## config.mk

```make
export PLATFORM = sky130hd
export DESIGN_NAME = linear_illumination_gradient_flat
export DESIGN_NICKNAME = d
export VERILOG_FILES = /design/src/rtl/lig_pkg.sv /design/src/rtl/lig_if.sv /design/src/rtl/lig_pos.sv /design/src/rtl/lig_lane.sv /design/src/rtl/linear_illumination_gradient.sv /design/src/flat_wrapper.sv
export SDC_FILE = /design/constraint.sdc
export NUM_CORES = 2
export LEC_CHECK = 0
export ABC_AREA = 1
export BUFFER_PORTS_ARGS = -buffer_cell sky130_fd_sc_hd__buf_2
export CORE_MARGIN = 4
export CORE_UTILIZATION = 50
export DETAILED_ROUTE_END_ITERATION = 6
export PLACE_DENSITY = 0.75
export SKIP_CTS_REPAIR_TIMING = 1
export SYNTH_ARGS = -nofsm -noshare
export SYNTH_HDL_FRONTEND = slang
export SYNTH_SLANG_ARGS = --single-unit
export TNS_END_PERCENT = 10
```

## constraint.sdc

```tcl
create_clock -name clk -period 15.9 [get_ports clk]
set_input_delay 2.385 -clock clk [delete_from_list [all_inputs] [get_ports clk]]
set_output_delay 2.385 -clock clk [all_outputs]
set_load 0.01 [all_outputs]
```

## src/rtl/lig_pkg.sv

```systemverilog
// Shared types and constants for the linear illumination gradient block.
// Used by every module under rtl/; depends on nothing.
`timescale 1ns / 1ps

package lig_pkg;

	// Channel and configuration port widths
	localparam int CHAN_W     = 8;
	localparam int CFG_IDX_W  = 2;
	localparam int CFG_DATA_W = 13;
	localparam int DIR_W      = 2;
	localparam int FACTOR_W   = 4;

	// Register indexes on the configuration port
	localparam logic [CFG_IDX_W-1:0] REG_DIRECTION = 2'd0;
	localparam logic [CFG_IDX_W-1:0] REG_FACTOR    = 2'd1;
	localparam logic [CFG_IDX_W-1:0] REG_WIDTH     = 2'd2;
	localparam logic [CFG_IDX_W-1:0] REG_HEIGHT    = 2'd3;

	// Register values after reset
	localparam logic [DIR_W-1:0]      RST_DIRECTION = 2'd0;
	localparam logic [FACTOR_W-1:0]   RST_FACTOR    = 4'd10;
	localparam logic [CFG_DATA_W-1:0] RST_WIDTH     = 13'd1024;
	localparam logic [CFG_DATA_W-1:0] RST_HEIGHT    = 13'd1024;

	// Quotient bits resolved by the restoring divider, one per cycle
	localparam int Q_STEPS = 8;
	localparam int STEP_W  = $clog2(Q_STEPS);

	typedef enum logic [1:0] {
		LANE_IDLE,
		LANE_MUL,
		LANE_DIV,
		LANE_DONE
	} lane_state_t;

	// Position unit controls: accept a beat, advance stage 1 to stage 2
	typedef struct packed {
		logic accept;
		logic adv;
	} pos_ctl_t;

	// Lane controls: start a division, release the finished result
	typedef struct packed {
		logic start;
		logic take;
	} lane_ctl_t;

endpackage

```

## src/rtl/lig_if.sv

```systemverilog
// Valid/ready channel interfaces for pixel beats in and shaded pixel beats out.
// Depends on lig_pkg for the channel width.
`timescale 1ns / 1ps

interface lig_pix_if;
	logic                       valid;
	logic                       ready;
	logic [lig_pkg::CHAN_W-1:0] chan_a;
	logic [lig_pkg::CHAN_W-1:0] chan_b;
	logic [lig_pkg::CHAN_W-1:0] chan_c;

	modport source (output valid, chan_a, chan_b, chan_c, input ready);
	modport sink   (input valid, chan_a, chan_b, chan_c, output ready);
endinterface

interface lig_res_if;
	logic                       valid;
	logic                       ready;
	logic [lig_pkg::CHAN_W-1:0] out_a;
	logic [lig_pkg::CHAN_W-1:0] out_b;
	logic [lig_pkg::CHAN_W-1:0] out_c;
	logic                       frame_last;

	modport source (output valid, out_a, out_b, out_c, frame_last, input ready);
	modport sink   (input valid, out_a, out_b, out_c, frame_last, output ready);
endinterface

```

## src/rtl/lig_pos.sv

```systemverilog
// Raster position counters and ramp numerator/denominator for one pixel.
// Depends on lig_pkg; feeds the three channel lanes.
`timescale 1ns / 1ps

module lig_pos #(
	parameter int MAX_DIM = 4096,
	parameter int DIM_W   = 13
) (
	input  logic                              clk,
	input  logic                              arst_n,
	input  lig_pkg::pos_ctl_t                 ctl,
	input  logic [lig_pkg::DIR_W-1:0]         direction,
	input  logic [lig_pkg::FACTOR_W-1:0]      factor_tenths,
	input  logic [lig_pkg::CFG_DATA_W-1:0]    frame_width,
	input  logic [lig_pkg::CFG_DATA_W-1:0]    frame_height,
	output logic signed [DIM_W+6:0]           num_s2,
	output logic [DIM_W+3:0]                  den_s2,
	output logic                              last_s2
);

	localparam int CNT_W  = $clog2(MAX_DIM);
	localparam int CMP_W  = (DIM_W > lig_pkg::CFG_DATA_W) ? DIM_W : lig_pkg::CFG_DATA_W;
	localparam int DIFF_W = DIM_W + 2;
	localparam int NUM_W  = DIM_W + 7;
	localparam int DEN_W  = DIM_W + 4;

	logic [CNT_W-1:0] col_q, row_q;
	logic [DIM_W-1:0] w_eff, h_eff;
	logic             row_end, frame_end;

	logic [CNT_W-1:0]            pos_s1;
	logic [DIM_W-1:0]            n_s1;
	logic                        neg_s1;
	logic [lig_pkg::FACTOR_W-1:0] b_s1;
	logic                        last_s1;

	logic signed [DIFF_W-1:0] diff;
	logic signed [NUM_W-1:0]  ramp, ten_n;

	function automatic logic [DIM_W-1:0] eff_dim(input logic [lig_pkg::CFG_DATA_W-1:0] v);
		logic [DIM_W-1:0] r;
		if (v == '0)
			r = DIM_W'(1);
		else if (CMP_W'(v) > CMP_W'(MAX_DIM))
			r = DIM_W'(MAX_DIM);
		else
			r = DIM_W'(v);
		return r;
	endfunction

	// Effective dimensions and end-of-row / end-of-frame tests
	always_comb begin
		w_eff     = eff_dim(frame_width);
		h_eff     = eff_dim(frame_height);
		row_end   = DIM_W'(col_q) >= (w_eff - DIM_W'(1));
		frame_end = DIM_W'(row_q) >= (h_eff - DIM_W'(1));
	end

	// Advance the raster counters on every accepted beat
	always_ff @(posedge clk or negedge arst_n) begin
		if (!arst_n) begin
			col_q <= '0;
			row_q <= '0;
		end else if (ctl.accept) begin
			if (row_end) begin
				col_q <= '0;
				row_q <= frame_end ? '0 : row_q + CNT_W'(1);
			end else begin
				col_q <= col_q + CNT_W'(1);
			end
		end
	end

	// Capture position, axis length and ramp sign of the accepted pixel
	always_ff @(posedge clk) begin
		if (ctl.accept) begin
			pos_s1  <= (direction < lig_pkg::DIR_W'(2)) ? col_q : row_q;
			n_s1    <= (direction < lig_pkg::DIR_W'(2)) ? w_eff : h_eff;
			neg_s1  <= direction[0];
			b_s1    <= factor_tenths;
			last_s1 <= row_end && frame_end;
		end
	end

	// Ramp term (N - 2P) * b and the 10N baseline
	always_comb begin
		diff  = $signed(DIFF_W'(n_s1) - (DIFF_W'(pos_s1) << 1));
		ramp  = NUM_W'(diff) * $signed(NUM_W'({1'b0, b_s1}));
		ten_n = $signed((NUM_W'(n_s1) << 3) + (NUM_W'(n_s1) << 1));
	end

	always_ff @(posedge clk) begin
		if (ctl.adv) begin
			num_s2  <= neg_s1 ? ten_n - ramp : ten_n + ramp;
			den_s2  <= (DEN_W'(n_s1) << 3) + (DEN_W'(n_s1) << 1);
			last_s2 <= last_s1;
		end
	end

endmodule

```

## src/rtl/lig_lane.sv

```systemverilog
// One channel lane: p * num, then an 8-step restoring divide by den with clamping.
// Depends on lig_pkg; three copies run side by side under the top level.
`timescale 1ns / 1ps

module lig_lane #(
	parameter int DIM_W = 13
) (
	input  logic                        clk,
	input  logic                        arst_n,
	input  lig_pkg::lane_ctl_t          ctl,
	input  logic [lig_pkg::CHAN_W-1:0]  p,
	input  logic signed [DIM_W+6:0]     num,
	input  logic [DIM_W+3:0]            den,
	output logic                        done,
	output logic [lig_pkg::CHAN_W-1:0]  q
);

	localparam int NUM_W  = DIM_W + 7;
	localparam int NUMP_W = DIM_W + 5;
	localparam int DEN_W  = DIM_W + 4;
	localparam int PROD_W = NUMP_W + lig_pkg::CHAN_W;
	localparam int DSH_W  = DEN_W + lig_pkg::Q_STEPS;

	lig_pkg::lane_state_t state_q, state_nxt;

	logic [lig_pkg::CHAN_W-1:0]  p_q;
	logic signed [NUM_W-1:0]     num_q;
	logic [DEN_W-1:0]            den_q;
	logic [PROD_W-1:0]           rem_q;
	logic [DSH_W-1:0]            dsh_q;
	logic [lig_pkg::CHAN_W-1:0]  quot_q;
	logic [lig_pkg::STEP_W-1:0]  step_q;
	logic                        zero_q, sat_q;
	logic                        fits;

	always_ff @(posedge clk or negedge arst_n) begin
		if (!arst_n)
			state_q <= lig_pkg::LANE_IDLE;
		else
			state_q <= state_nxt;
	end

	// Next state: multiply once, then one quotient bit per cycle
	always_comb begin
		state_nxt = state_q;
		case (state_q)
			lig_pkg::LANE_IDLE: if (ctl.start) state_nxt = lig_pkg::LANE_MUL;
			lig_pkg::LANE_MUL:  state_nxt = lig_pkg::LANE_DIV;
			lig_pkg::LANE_DIV: begin
				if (step_q == lig_pkg::STEP_W'(lig_pkg::Q_STEPS - 1))
					state_nxt = lig_pkg::LANE_DONE;
			end
			lig_pkg::LANE_DONE: if (ctl.take) state_nxt = lig_pkg::LANE_IDLE;
			default:            state_nxt = lig_pkg::LANE_IDLE;
		endcase
	end

	assign fits = rem_q >= PROD_W'(dsh_q);

	// Datapath: capture operands, form the product, shift-subtract
	always_ff @(posedge clk) begin
		case (state_q)
			lig_pkg::LANE_IDLE: begin
				p_q    <= p;
				num_q  <= num;
				den_q  <= den;
				step_q <= '0;
			end
			lig_pkg::LANE_MUL: begin
				rem_q  <= PROD_W'(p_q) * PROD_W'(num_q[NUMP_W-1:0]);
				dsh_q  <= DSH_W'(den_q) << (lig_pkg::Q_STEPS - 1);
				zero_q <= num_q[NUM_W-1] || (num_q == '0);
			end
			lig_pkg::LANE_DIV: begin
				// on the first step, flag a quotient of 256 or more
				if (step_q == '0)
					sat_q <= rem_q >= (PROD_W'(dsh_q) << 1);
				if (fits)
					rem_q <= rem_q - PROD_W'(dsh_q);
				quot_q <= {quot_q[lig_pkg::CHAN_W-2:0], fits};
				dsh_q  <= dsh_q >> 1;
				step_q <= step_q + lig_pkg::STEP_W'(1);
			end
			default: begin
			end
		endcase
	end

	assign done = state_q == lig_pkg::LANE_DONE;
	assign q    = zero_q ? '0 : (sat_q ? '1 : quot_q);

endmodule

```

## src/rtl/linear_illumination_gradient.sv

```systemverilog
// Linear illumination gradient: a brightness ramp over a raster pixel stream.
//
// Usage:
//   pix  (sink)   : one three-channel pixel per beat, in raster order. The
//                   block counts column and row itself from reset.
//   grad (source) : one shaded pixel per beat, frame_last set on the last
//                   pixel of each frame.
//   cfg_we/cfg_idx/cfg_data : register writes (direction, factor_tenths,
//                   frame_width, frame_height), to be made only while no
//                   pixel is in flight; the block itself does not enforce this.
// Timing: a pixel passes from its accepting edge to grad through the position
//   capture, the ramp numerator stage, the lane load, one multiply and 8
//   restoring-divide steps in each channel lane, and the output register.
//   One pixel is in the lanes at a time and the input opens the cycle after
//   the hand-off.
// Stall: the output register holds a result while grad.ready is low; the next
//   pixel is already accepted and computed behind it, and waits in the lanes.
// Reset: counters return to the first pixel, registers to their defaults,
//   and all valid flags clear.
// Depends on lig_pkg, lig_if, lig_pos and lig_lane.
`timescale 1ns / 1ps

module linear_illumination_gradient #(
	parameter int MAX_DIM = 4096
) (
	input  logic                               clk,
	input  logic                               arst_n,
	lig_pix_if.sink                            pix,
	lig_res_if.source                          grad,
	input  logic                               cfg_we,
	input  logic [lig_pkg::CFG_IDX_W-1:0]      cfg_idx,
	input  logic [lig_pkg::CFG_DATA_W-1:0]     cfg_data
);

	localparam int DIM_W = $clog2(MAX_DIM + 1);

	logic [lig_pkg::DIR_W-1:0]      direction_q;
	logic [lig_pkg::FACTOR_W-1:0]   factor_q;
	logic [lig_pkg::CFG_DATA_W-1:0] width_q, height_q;

	logic busy_q, s1_v_q, s2_v_q, out_v_q;
	logic accept, move;

	logic [lig_pkg::CHAN_W-1:0] a_q, b_q, c_q;
	logic signed [DIM_W+6:0]    num_s2;
	logic [DIM_W+3:0]           den_s2;
	logic                       last_s2;

	lig_pkg::pos_ctl_t  pos_ctl;
	lig_pkg::lane_ctl_t lane_ctl;
	logic                       done_a, done_b, done_c;
	logic [lig_pkg::CHAN_W-1:0] q_a, q_b, q_c;

	// Configuration registers
	always_ff @(posedge clk or negedge arst_n) begin
		if (!arst_n) begin
			direction_q <= lig_pkg::RST_DIRECTION;
			factor_q    <= lig_pkg::RST_FACTOR;
			width_q     <= lig_pkg::RST_WIDTH;
			height_q    <= lig_pkg::RST_HEIGHT;
		end else if (cfg_we) begin
			case (cfg_idx)
				lig_pkg::REG_DIRECTION: direction_q <= cfg_data[lig_pkg::DIR_W-1:0];
				lig_pkg::REG_FACTOR:    factor_q    <= cfg_data[lig_pkg::FACTOR_W-1:0];
				lig_pkg::REG_WIDTH:     width_q     <= cfg_data;
				lig_pkg::REG_HEIGHT:    height_q    <= cfg_data;
				default: begin
				end
			endcase
		end
	end

	assign pix.ready = !busy_q;
	assign accept    = pix.valid && !busy_q;
	assign move      = done_a && (!out_v_q || grad.ready);

	// Item tracking: accept, latch position, start the lanes, hand off
	always_ff @(posedge clk or negedge arst_n) begin
		if (!arst_n) begin
			busy_q  <= 1'b0;
			s1_v_q  <= 1'b0;
			s2_v_q  <= 1'b0;
			out_v_q <= 1'b0;
		end else begin
			s1_v_q <= accept;
			s2_v_q <= s1_v_q;
			if (accept)
				busy_q <= 1'b1;
			else if (move)
				busy_q <= 1'b0;
			if (move)
				out_v_q <= 1'b1;
			else if (grad.ready)
				out_v_q <= 1'b0;
		end
	end

	// Hold the pixel channels until the lanes take them
	always_ff @(posedge clk) begin
		if (accept) begin
			a_q <= pix.chan_a;
			b_q <= pix.chan_b;
			c_q <= pix.chan_c;
		end
	end

	assign pos_ctl.accept = accept;
	assign pos_ctl.adv    = s1_v_q;

	lig_pos #(
		.MAX_DIM(MAX_DIM),
		.DIM_W  (DIM_W)
	) u_pos (
		.clk          (clk),
		.arst_n       (arst_n),
		.ctl          (pos_ctl),
		.direction    (direction_q),
		.factor_tenths(factor_q),
		.frame_width  (width_q),
		.frame_height (height_q),
		.num_s2       (num_s2),
		.den_s2       (den_s2),
		.last_s2      (last_s2)
	);

	assign lane_ctl.start = s2_v_q;
	assign lane_ctl.take  = move;

	lig_lane #(.DIM_W(DIM_W)) u_lane_a (
		.clk(clk), .arst_n(arst_n), .ctl(lane_ctl),
		.p(a_q), .num(num_s2), .den(den_s2), .done(done_a), .q(q_a)
	);

	lig_lane #(.DIM_W(DIM_W)) u_lane_b (
		.clk(clk), .arst_n(arst_n), .ctl(lane_ctl),
		.p(b_q), .num(num_s2), .den(den_s2), .done(done_b), .q(q_b)
	);

	lig_lane #(.DIM_W(DIM_W)) u_lane_c (
		.clk(clk), .arst_n(arst_n), .ctl(lane_ctl),
		.p(c_q), .num(num_s2), .den(den_s2), .done(done_c), .q(q_c)
	);

	// Merge the lane results into the output register
	always_ff @(posedge clk) begin
		if (move) begin
			grad.out_a      <= q_a;
			grad.out_b      <= q_b;
			grad.out_c      <= q_c;
			grad.frame_last <= last_s2;
		end
	end

	assign grad.valid = out_v_q;

	// Lanes run in lockstep
	a_lanes_lockstep: assert property (@(posedge clk) disable iff (!arst_n)
		(done_a == done_b) && (done_b == done_c))
		else $error("channel lanes out of step");

	// A finished result only exists for an item in flight
	a_done_busy: assert property (@(posedge clk) disable iff (!arst_n)
		done_a |-> busy_q)
		else $error("lane result with no item in flight");

	// One item at a time: no accept on the cycle after an accept
	a_one_item: assert property (@(posedge clk) disable iff (!arst_n)
		accept |=> !pix.ready)
		else $error("input accepted while an item is in flight");

	// Lanes never start while holding an unmoved result
	a_start_idle: assert property (@(posedge clk) disable iff (!arst_n)
		s2_v_q |-> !done_a)
		else $error("lane started over an undelivered result");

endmodule
```

## src/flat_wrapper.sv

```systemverilog
// flat-port wrapper written by rule: the top's interface ports become plain ports
module linear_illumination_gradient_flat 
#(
	parameter int MAX_DIM = 4096
)
  (clk, arst_n, cfg_we, cfg_idx, cfg_data, pix_valid, pix_chan_a, pix_chan_b, pix_chan_c, pix_ready, grad_valid, grad_out_a, grad_out_b, grad_out_c, grad_frame_last, grad_ready);
  lig_pix_if pix_i ();
  lig_res_if grad_i ();
  input  logic clk;
  input  logic arst_n;
  input  logic cfg_we;
  input  logic [lig_pkg::CFG_IDX_W-1:0] cfg_idx;
  input  logic [lig_pkg::CFG_DATA_W-1:0] cfg_data;
  input wire logic [$bits(pix_i.valid)-1:0] pix_valid;
  input wire logic [$bits(pix_i.chan_a)-1:0] pix_chan_a;
  input wire logic [$bits(pix_i.chan_b)-1:0] pix_chan_b;
  input wire logic [$bits(pix_i.chan_c)-1:0] pix_chan_c;
  output wire logic [$bits(pix_i.ready)-1:0] pix_ready;
  output wire logic [$bits(grad_i.valid)-1:0] grad_valid;
  output wire logic [$bits(grad_i.out_a)-1:0] grad_out_a;
  output wire logic [$bits(grad_i.out_b)-1:0] grad_out_b;
  output wire logic [$bits(grad_i.out_c)-1:0] grad_out_c;
  output wire logic [$bits(grad_i.frame_last)-1:0] grad_frame_last;
  input wire logic [$bits(grad_i.ready)-1:0] grad_ready;
  assign pix_i.valid = pix_valid;
  assign pix_i.chan_a = pix_chan_a;
  assign pix_i.chan_b = pix_chan_b;
  assign pix_i.chan_c = pix_chan_c;
  assign pix_ready = pix_i.ready;
  assign grad_valid = grad_i.valid;
  assign grad_out_a = grad_i.out_a;
  assign grad_out_b = grad_i.out_b;
  assign grad_out_c = grad_i.out_c;
  assign grad_frame_last = grad_i.frame_last;
  assign grad_i.ready = grad_ready;
  linear_illumination_gradient #(.MAX_DIM(MAX_DIM)) u_core (.clk(clk), .arst_n(arst_n), .pix(pix_i), .grad(grad_i), .cfg_we(cfg_we), .cfg_idx(cfg_idx), .cfg_data(cfg_data));
endmodule
```

Yosys cells after proc, flatten, opt, wreduce, memory -nomap -nowiden:

Index checks and enable logic that the tools add are counted.

* flip-flop bits (word level): 511
* bits of input ports: 44
* output and inout bits: 27

* add/subtract/negate cells: 15
* $mul: 4
* magnitude comparators: 11
* eq/ne operators: 27
* multiplexer cells: 36
* reductions and logical operators: 43

Operators by type and width (count)
* 26-bit case mux with 2 select lines: 3
* 25-bit case mux with 2 select lines: 3
* 26-bit by 25-bit greater-or-equal comparator with 1-bit output: 3
* 26-bit greater-or-equal comparator: 3
* 8-bit by 18-bit multiplier with 26-bit output: 3
* 26-bit 2-to-1 mux: 3
* 26-bit by 25-bit subtractor with 26-bit output: 3
* 13-bit 2-to-1 mux: 5
* 20-bit logical NOT: 3
* 12-bit 2-to-1 mux: 3
* 16-bit by 14-bit adder with 17-bit output: 2
* 12-bit by 13-bit greater-or-equal comparator with 1-bit output: 2
* 13-bit greater-than comparator (second input constant): 2
* 13-bit logical NOT: 2
* 13-bit by 1-bit subtractor with 13-bit output (second input constant): 2
* 12-bit by 1-bit adder with 12-bit output (second input constant): 2
* 8-bit 2-to-1 mux: 3
* 2-bit case mux with 4 select lines: 3
* 2-bit AND reduction: 11
* 18-bit by 19-bit adder with 20-bit output: 1
* 20-bit 2-to-1 mux: 1
* 18-bit by 19-bit subtractor with 20-bit output: 1
* 14-bit by 5-bit multiplier with 19-bit output: 1
* 3-bit case mux with 2 select lines: 3
* other kinds (17): 68

Logic depth before layout (Yosys ltp):

* word-level depth: 6
* mapped depth: 38
* depth with buffers taken out: 38

By module:

A second synthesis with hierarchy kept.

* cell total of the unflattened synthesis: 6286
* area total of the unflattened synthesis: 48148.7 um^2

Modules (own cells, without submodules)
* lig_lane (u_core.u_lane_c): instances 1, cells each 1597, area each 11840.1 um^2
* lig_lane (u_core.u_lane_b): instances 1, cells each 1586, area each 11758.8 um^2
* lig_lane (u_core.u_lane_a): instances 1, cells each 1579, area each 11743.8 um^2
* lig_pos: instances 1, cells each 1317, area each 9824.4 um^2
* linear_illumination_gradient: instances 1, cells each 207, area each 2981.6 um^2

Worst setup path after synthesis:

No wires, ideal clock.

* path type: reg2reg
* from: reg u_core.u_pos.n_s1[1]
* to: reg u_core.u_pos.num_s2[18], data pin
* setup time: 0.258 ns
* data arrival time: 5.533 ns
* setup slack: 10.109 ns
* stages on the path, launching flop included: 33
* path buffers: 1
* cell sequence: edfxtp_1 -> inv_1 -> ha_1 -> fa_1 -> nand3b_1 -> nand2_1 -> a31o_2 -> xor2_1 -> nor2_1 -> ha_1 -> fa_1 -> inv_1 -> fa_1 -> inv_1 -> ha_1 -> inv_1 -> nor3_1 -> a21oi_1 -> o21bai_1 -> xor2_1 -> inv_1 -> ha_1 -> clkbuf_1 -> inv_1 -> a21oi_1 -> o21ai_0 -> a21oi_1 -> nand2_1 -> nand2_1 -> nand2_1 -> nand2_1 -> nand2_1 -> xor2_1

* word-level cells in the longest chain between the ends: 4
* elaborated cells between the ends (all ways): 6
* classes of those cells: add/sub (4); mul (1); mux (1)

Ends and longest elaborated chain
* start: declaration: line lig_pos.sv:32 `logic [DIM_W-1:0] n_s1;`
* start signal: assignment: line lig_pos.sv:78 `n_s1 <= (direction < lig_pkg::DIR_W'(2)) ? w_eff : h_eff;`
* 13-bit by 13-bit subtractor with 14-bit output: line lig_pos.sv:87 `diff = $signed(DIFF_W'(n_s1) - (DIFF_W'(pos_s1) << 1));`
* 14-bit by 5-bit multiplier with 19-bit output: line lig_pos.sv:88 `ramp = NUM_W'(diff) * $signed(NUM_W'({1'b0, b_s1}));`
* 18-bit by 19-bit adder with 20-bit output or 18-bit by 19-bit subtractor with 20-bit output (tied branches): line lig_pos.sv:94 `num_s2 <= neg_s1 ? ten_n - ramp : ten_n + ramp;`
* 20-bit 2-to-1 mux *: line lig_pos.sv:94
* end signal: assignment: line lig_pos.sv:94
* end: declaration: line lig_pos.sv:16 `output logic signed [DIM_W+6:0] num_s2,`

Mark *: on every way between the ends. The rest lies on a longest branch, timed or not.
A chain may end at the register's enable or synchronous reset.

Final worst setup path:

* from: reg u_core.u_pos.n_s1[1]
* to: reg u_core.u_pos.num_s2[17], data pin

Same word-level chain as after synthesis.

==> results.md <==
* Outcome: complete, no violations
* FF+latch count, synth at 504
* Max-slew headroom at 0.200
* Cell count of the worst reg-to-reg path at 38
* CP arrival at 7.10 ns
* Die span in y at 306 µm
* Port Buffers at 70
* Clock skew at 0.0400 ns
* Routed wl met2 at 50.5 mm
* Share of cells above drive strength 1 at 0.0444
* Fill count at 7957
* Syn_area_per_cell at 8.41 µm²
* Vias/cell at 5.40
* Seq/Total Area, Yosys at 0.334
* Clk buf depth at 3
* Initial antenna violation count at 2
* Met3 routed WL at 7.67 mm
* CTS Sinks at 504
* TritonCTS Buffers at 59
* Vias in the first global route at 34.8k
* Cell variety after synth at 62
* Most common cell after layout, fill and taps aside: nand2_1
* Most frequent cells in the layout: nand2_1, inv_1, edfxtp_1
* Worst-Margin Slew at 1.20 ns
* Vias at 34.9k
* Reg-to-reg slack, setup at 9.24 ns
* CP Max Fanout at 7
* Post-synthesis cell area at 0.0443 mm²
* Initial drt markers at 3088
* Post-route DRC at 0
* Final period util at 0.419
* Final Net Count at 6036
* Critical Path End: u_core.u_pos.num_s2[17]$_DFFE_PP_
* Yosys warnings at 0
* Total gr overflow at 0
* H-Tree Depth at 2
* Syn Nets at 6059
* Clock latency on the worst-skew pair at 0.68 ns
* Crit path kind: reg2reg
* Min-delay worst type: reg2reg
* Cells after Synth at 5269
* Num rows at 108
* Core box area at 0.0873 mm²
* Cell mode on critical path: nand2_1
* Max cap viols at 0
* Slowest cell on crit path: edfxtp_1
* M1 WL at 49.2 mm
* CTS tree: yes
* DPL Wire Length at 86.5 mm
* Total Routing Usage GR at 0.241
* Initial Util at 0.507
* Routed Antenna Nets at 0
* Setup TNS Final at 0 ns
* IO Count at 71
* Tmin final at 6.66 ns
* Critical Path Source: u_core.u_pos.n_s1[1]$_DFFE_PP_
* RSZ-0062 raised after global routing: false
* Root Driver: clkbuf_16
* DR WL/cell at 17.3 µm
* Fmax at 0.150 GHz
* Final wirelength at 112 mm
* Highest metal used: met5
* Drt pass-1 iters at 7
* RR Startpoint: u_core.u_pos.n_s1[1]$_DFFE_PP_
* FF-to-FF End: u_core.u_pos.num_s2[17]$_DFFE_PP_
* Worst Setup Start Kind: flop
* Slew Limit Fails at 0
* Routability cong. at 0.940
* Die W at 306 µm
* CP endpoint kind: flop
* Setup-failing EPs final at 0
* Max incr delay on CP at 0.50 ns
* Clk slew on worst S/H paths at 0.07 ns
* Final Hold Fails at 0
* CP Data Required Time at 16.33 ns
* Die ar. at 0.0934 mm²
* Area Growth Syn to Fin at 7.48%
* Largest net degree at the start of global routing at 62
* First-pass GRT wire length at 183 mm
==> cells by family (layout without fill, tap and decap cells) <==
group	count (synthesis)	count (layout)	share of synthesized area
adders and majority gates	746	746	0.266
buffers and inverters	1198	1225	0.102
muxes	3	3	0.000678
AOI/OAI and AO/OA	838	838	0.103
xor gates and xnor gates	107	107	0.0212
other	0	2	0
DFF	504	504	0.334
and+or+nand+nor	1873	1873	0.173
==> cell usage after synthesis, drive strengths merged <==
| library cell | instances | area share |
|---|---|---|
| nor2 | 322 | 0.028 |
| o211a | 2 | 0.00045 |
| a21oi | 321 | 0.036 |
| or4 | 2 | 0.00034 |
| a31oi | 19 | 0.0027 |
| clkbuf | 158 | 0.013 |
| a221oi | 7 | 0.0014 |
| and3 | 2 | 0.00028 |
| inv | 1024 | 0.087 |
| nand3 | 166 | 0.019 |
| mux2i | 3 | 0.00068 |
| o221ai | 1 | 0.00020 |
| a21boi | 14 | 0.0024 |
| ha | 422 | 0.12 |
| nand2 | 1230 | 0.10 |
| o21a | 15 | 0.0025 |
| or2 | 11 | 0.0016 |
| o2111ai | 2 | 0.00040 |
| a21o | 26 | 0.0044 |
| a211oi | 7 | 0.0012 |
| and3b | 1 | 0.00020 |
| o41ai | 4 | 0.00096 |
| nor3b | 1 | 0.00017 |
| nor4 | 28 | 0.0041 |
| clkinv | 2 | 0.00020 |
| nand3b | 9 | 0.0015 |
| buf | 14 | 0.0017 |
| o21bai | 28 | 0.0047 |
| nor3 | 46 | 0.0055 |
| a32oi | 1 | 0.00020 |
| a31o | 2 | 0.00040 |
| o211ai | 15 | 0.0025 |
| nor2b | 1 | 0.00014 |
| o22ai | 2 | 0.00028 |
| dfrtp | 62 | 0.035 |
| fa | 324 | 0.15 |
| dfstp | 4 | 0.0024 |
| nand2b | 1 | 0.00014 |
| o31ai | 1 | 0.00017 |
| xor2 | 79 | 0.016 |
| xnor2 | 28 | 0.0055 |
| and2 | 4 | 0.00056 |
| nand4 | 49 | 0.0069 |
| o21ai | 371 | 0.042 |
| edfxtp | 438 | 0.30 |
==> through the flow <==
stage	worst slack (ns)	hold slack, ns	util	cell area (µm²)	cells
final	9.24	0.414	0.545	47600	6453
after global routing	8.64	0.421	0.545	47600	6451
after CTS	9.28	0.417	0.545	47600	6451
after detailed placement	9.33	0.405	0.522	45600	6340
after global placement	9.49	0.400	0.522	45600	6340
after floorplan	10.11	0.400	-	44300	5269
==> sequential cells by signal, summed over array words and instances (netlist names), 16 cells and up <==
signal	cells
u_core.u_lane_a.den_q	16
u_core.u_lane_a.dsh_q	24
u_core.u_lane_a.num_q	20
u_core.u_lane_a.rem_q	26
u_core.u_lane_b.den_q	16
u_core.u_lane_b.dsh_q	24
u_core.u_lane_b.num_q	20
u_core.u_lane_b.rem_q	26
u_core.u_lane_c.den_q	16
u_core.u_lane_c.dsh_q	24
u_core.u_lane_c.num_q	20
u_core.u_lane_c.rem_q	26
u_core.u_pos.den_s2	16
u_core.u_pos.num_s2	20
==> layout make-up <==
type	instances	area, µm²	area share
flip-flops and latches	504	14800	0.311
clock buffers	64	1520	0.0319
repair buffers	88	488	0.0102
diodes	2	5.00	0.000105
clock inverters	47	504	0.0106
inverters	1026	3850	0.0809
multi-input cells	3567	25000	0.525
well taps	1155	1450	0.0304
==> critical path, delay by kind of cell (launching register included) <==
| kind | cells | cell delay [ns] |
|---|---|---|
| simple gates | 23 | 2.41 |
| fa+ha+maj | 7 | 2.65 |
| buf+inv | 6 | 0.43 |
| xor+xnor | 2 | 0.43 |
| flops | 1 | 0.50 |
==> routing by layer <==
layer | GRT usage | vias to the layer above
li1 | - | 16865
met1 | 0.333 | 16588
met2 | 0.387 | 1184
met3 | 0.0366 | 232
met4 | 0.0863 | 4
met5 | 0 | -
==> how the worst min path moves through the flow <==
stage	startpoint	endpoint	slack, ns	cells after the start
after floorplan	u_core.u_pos.last_s2$_DFFE_PP_	u_core.grad.frame_last$_DFFE_PP_	0.40	0
after global placement	u_core.c_q[0]$_DFFE_PP_	u_core.u_lane_c.p_q[0]$_DFFE_PP_	0.40	0
after detailed placement	u_core.c_q[7]$_DFFE_PP_	u_core.u_lane_c.p_q[7]$_DFFE_PP_	0.40	0
after CTS	u_core.c_q[1]$_DFFE_PP_	u_core.u_lane_c.p_q[1]$_DFFE_PP_	0.42	0
after global routing	u_core.b_q[3]$_DFFE_PP_	u_core.u_lane_b.p_q[3]$_DFFE_PP_	0.42	0
final	u_core.c_q[1]$_DFFE_PP_	u_core.u_lane_c.p_q[1]$_DFFE_PP_	0.41	0
Power is left out: the tool's default activity adds up to more than one toggle a clock period on the data nets, which glitch-free logic cannot reach.
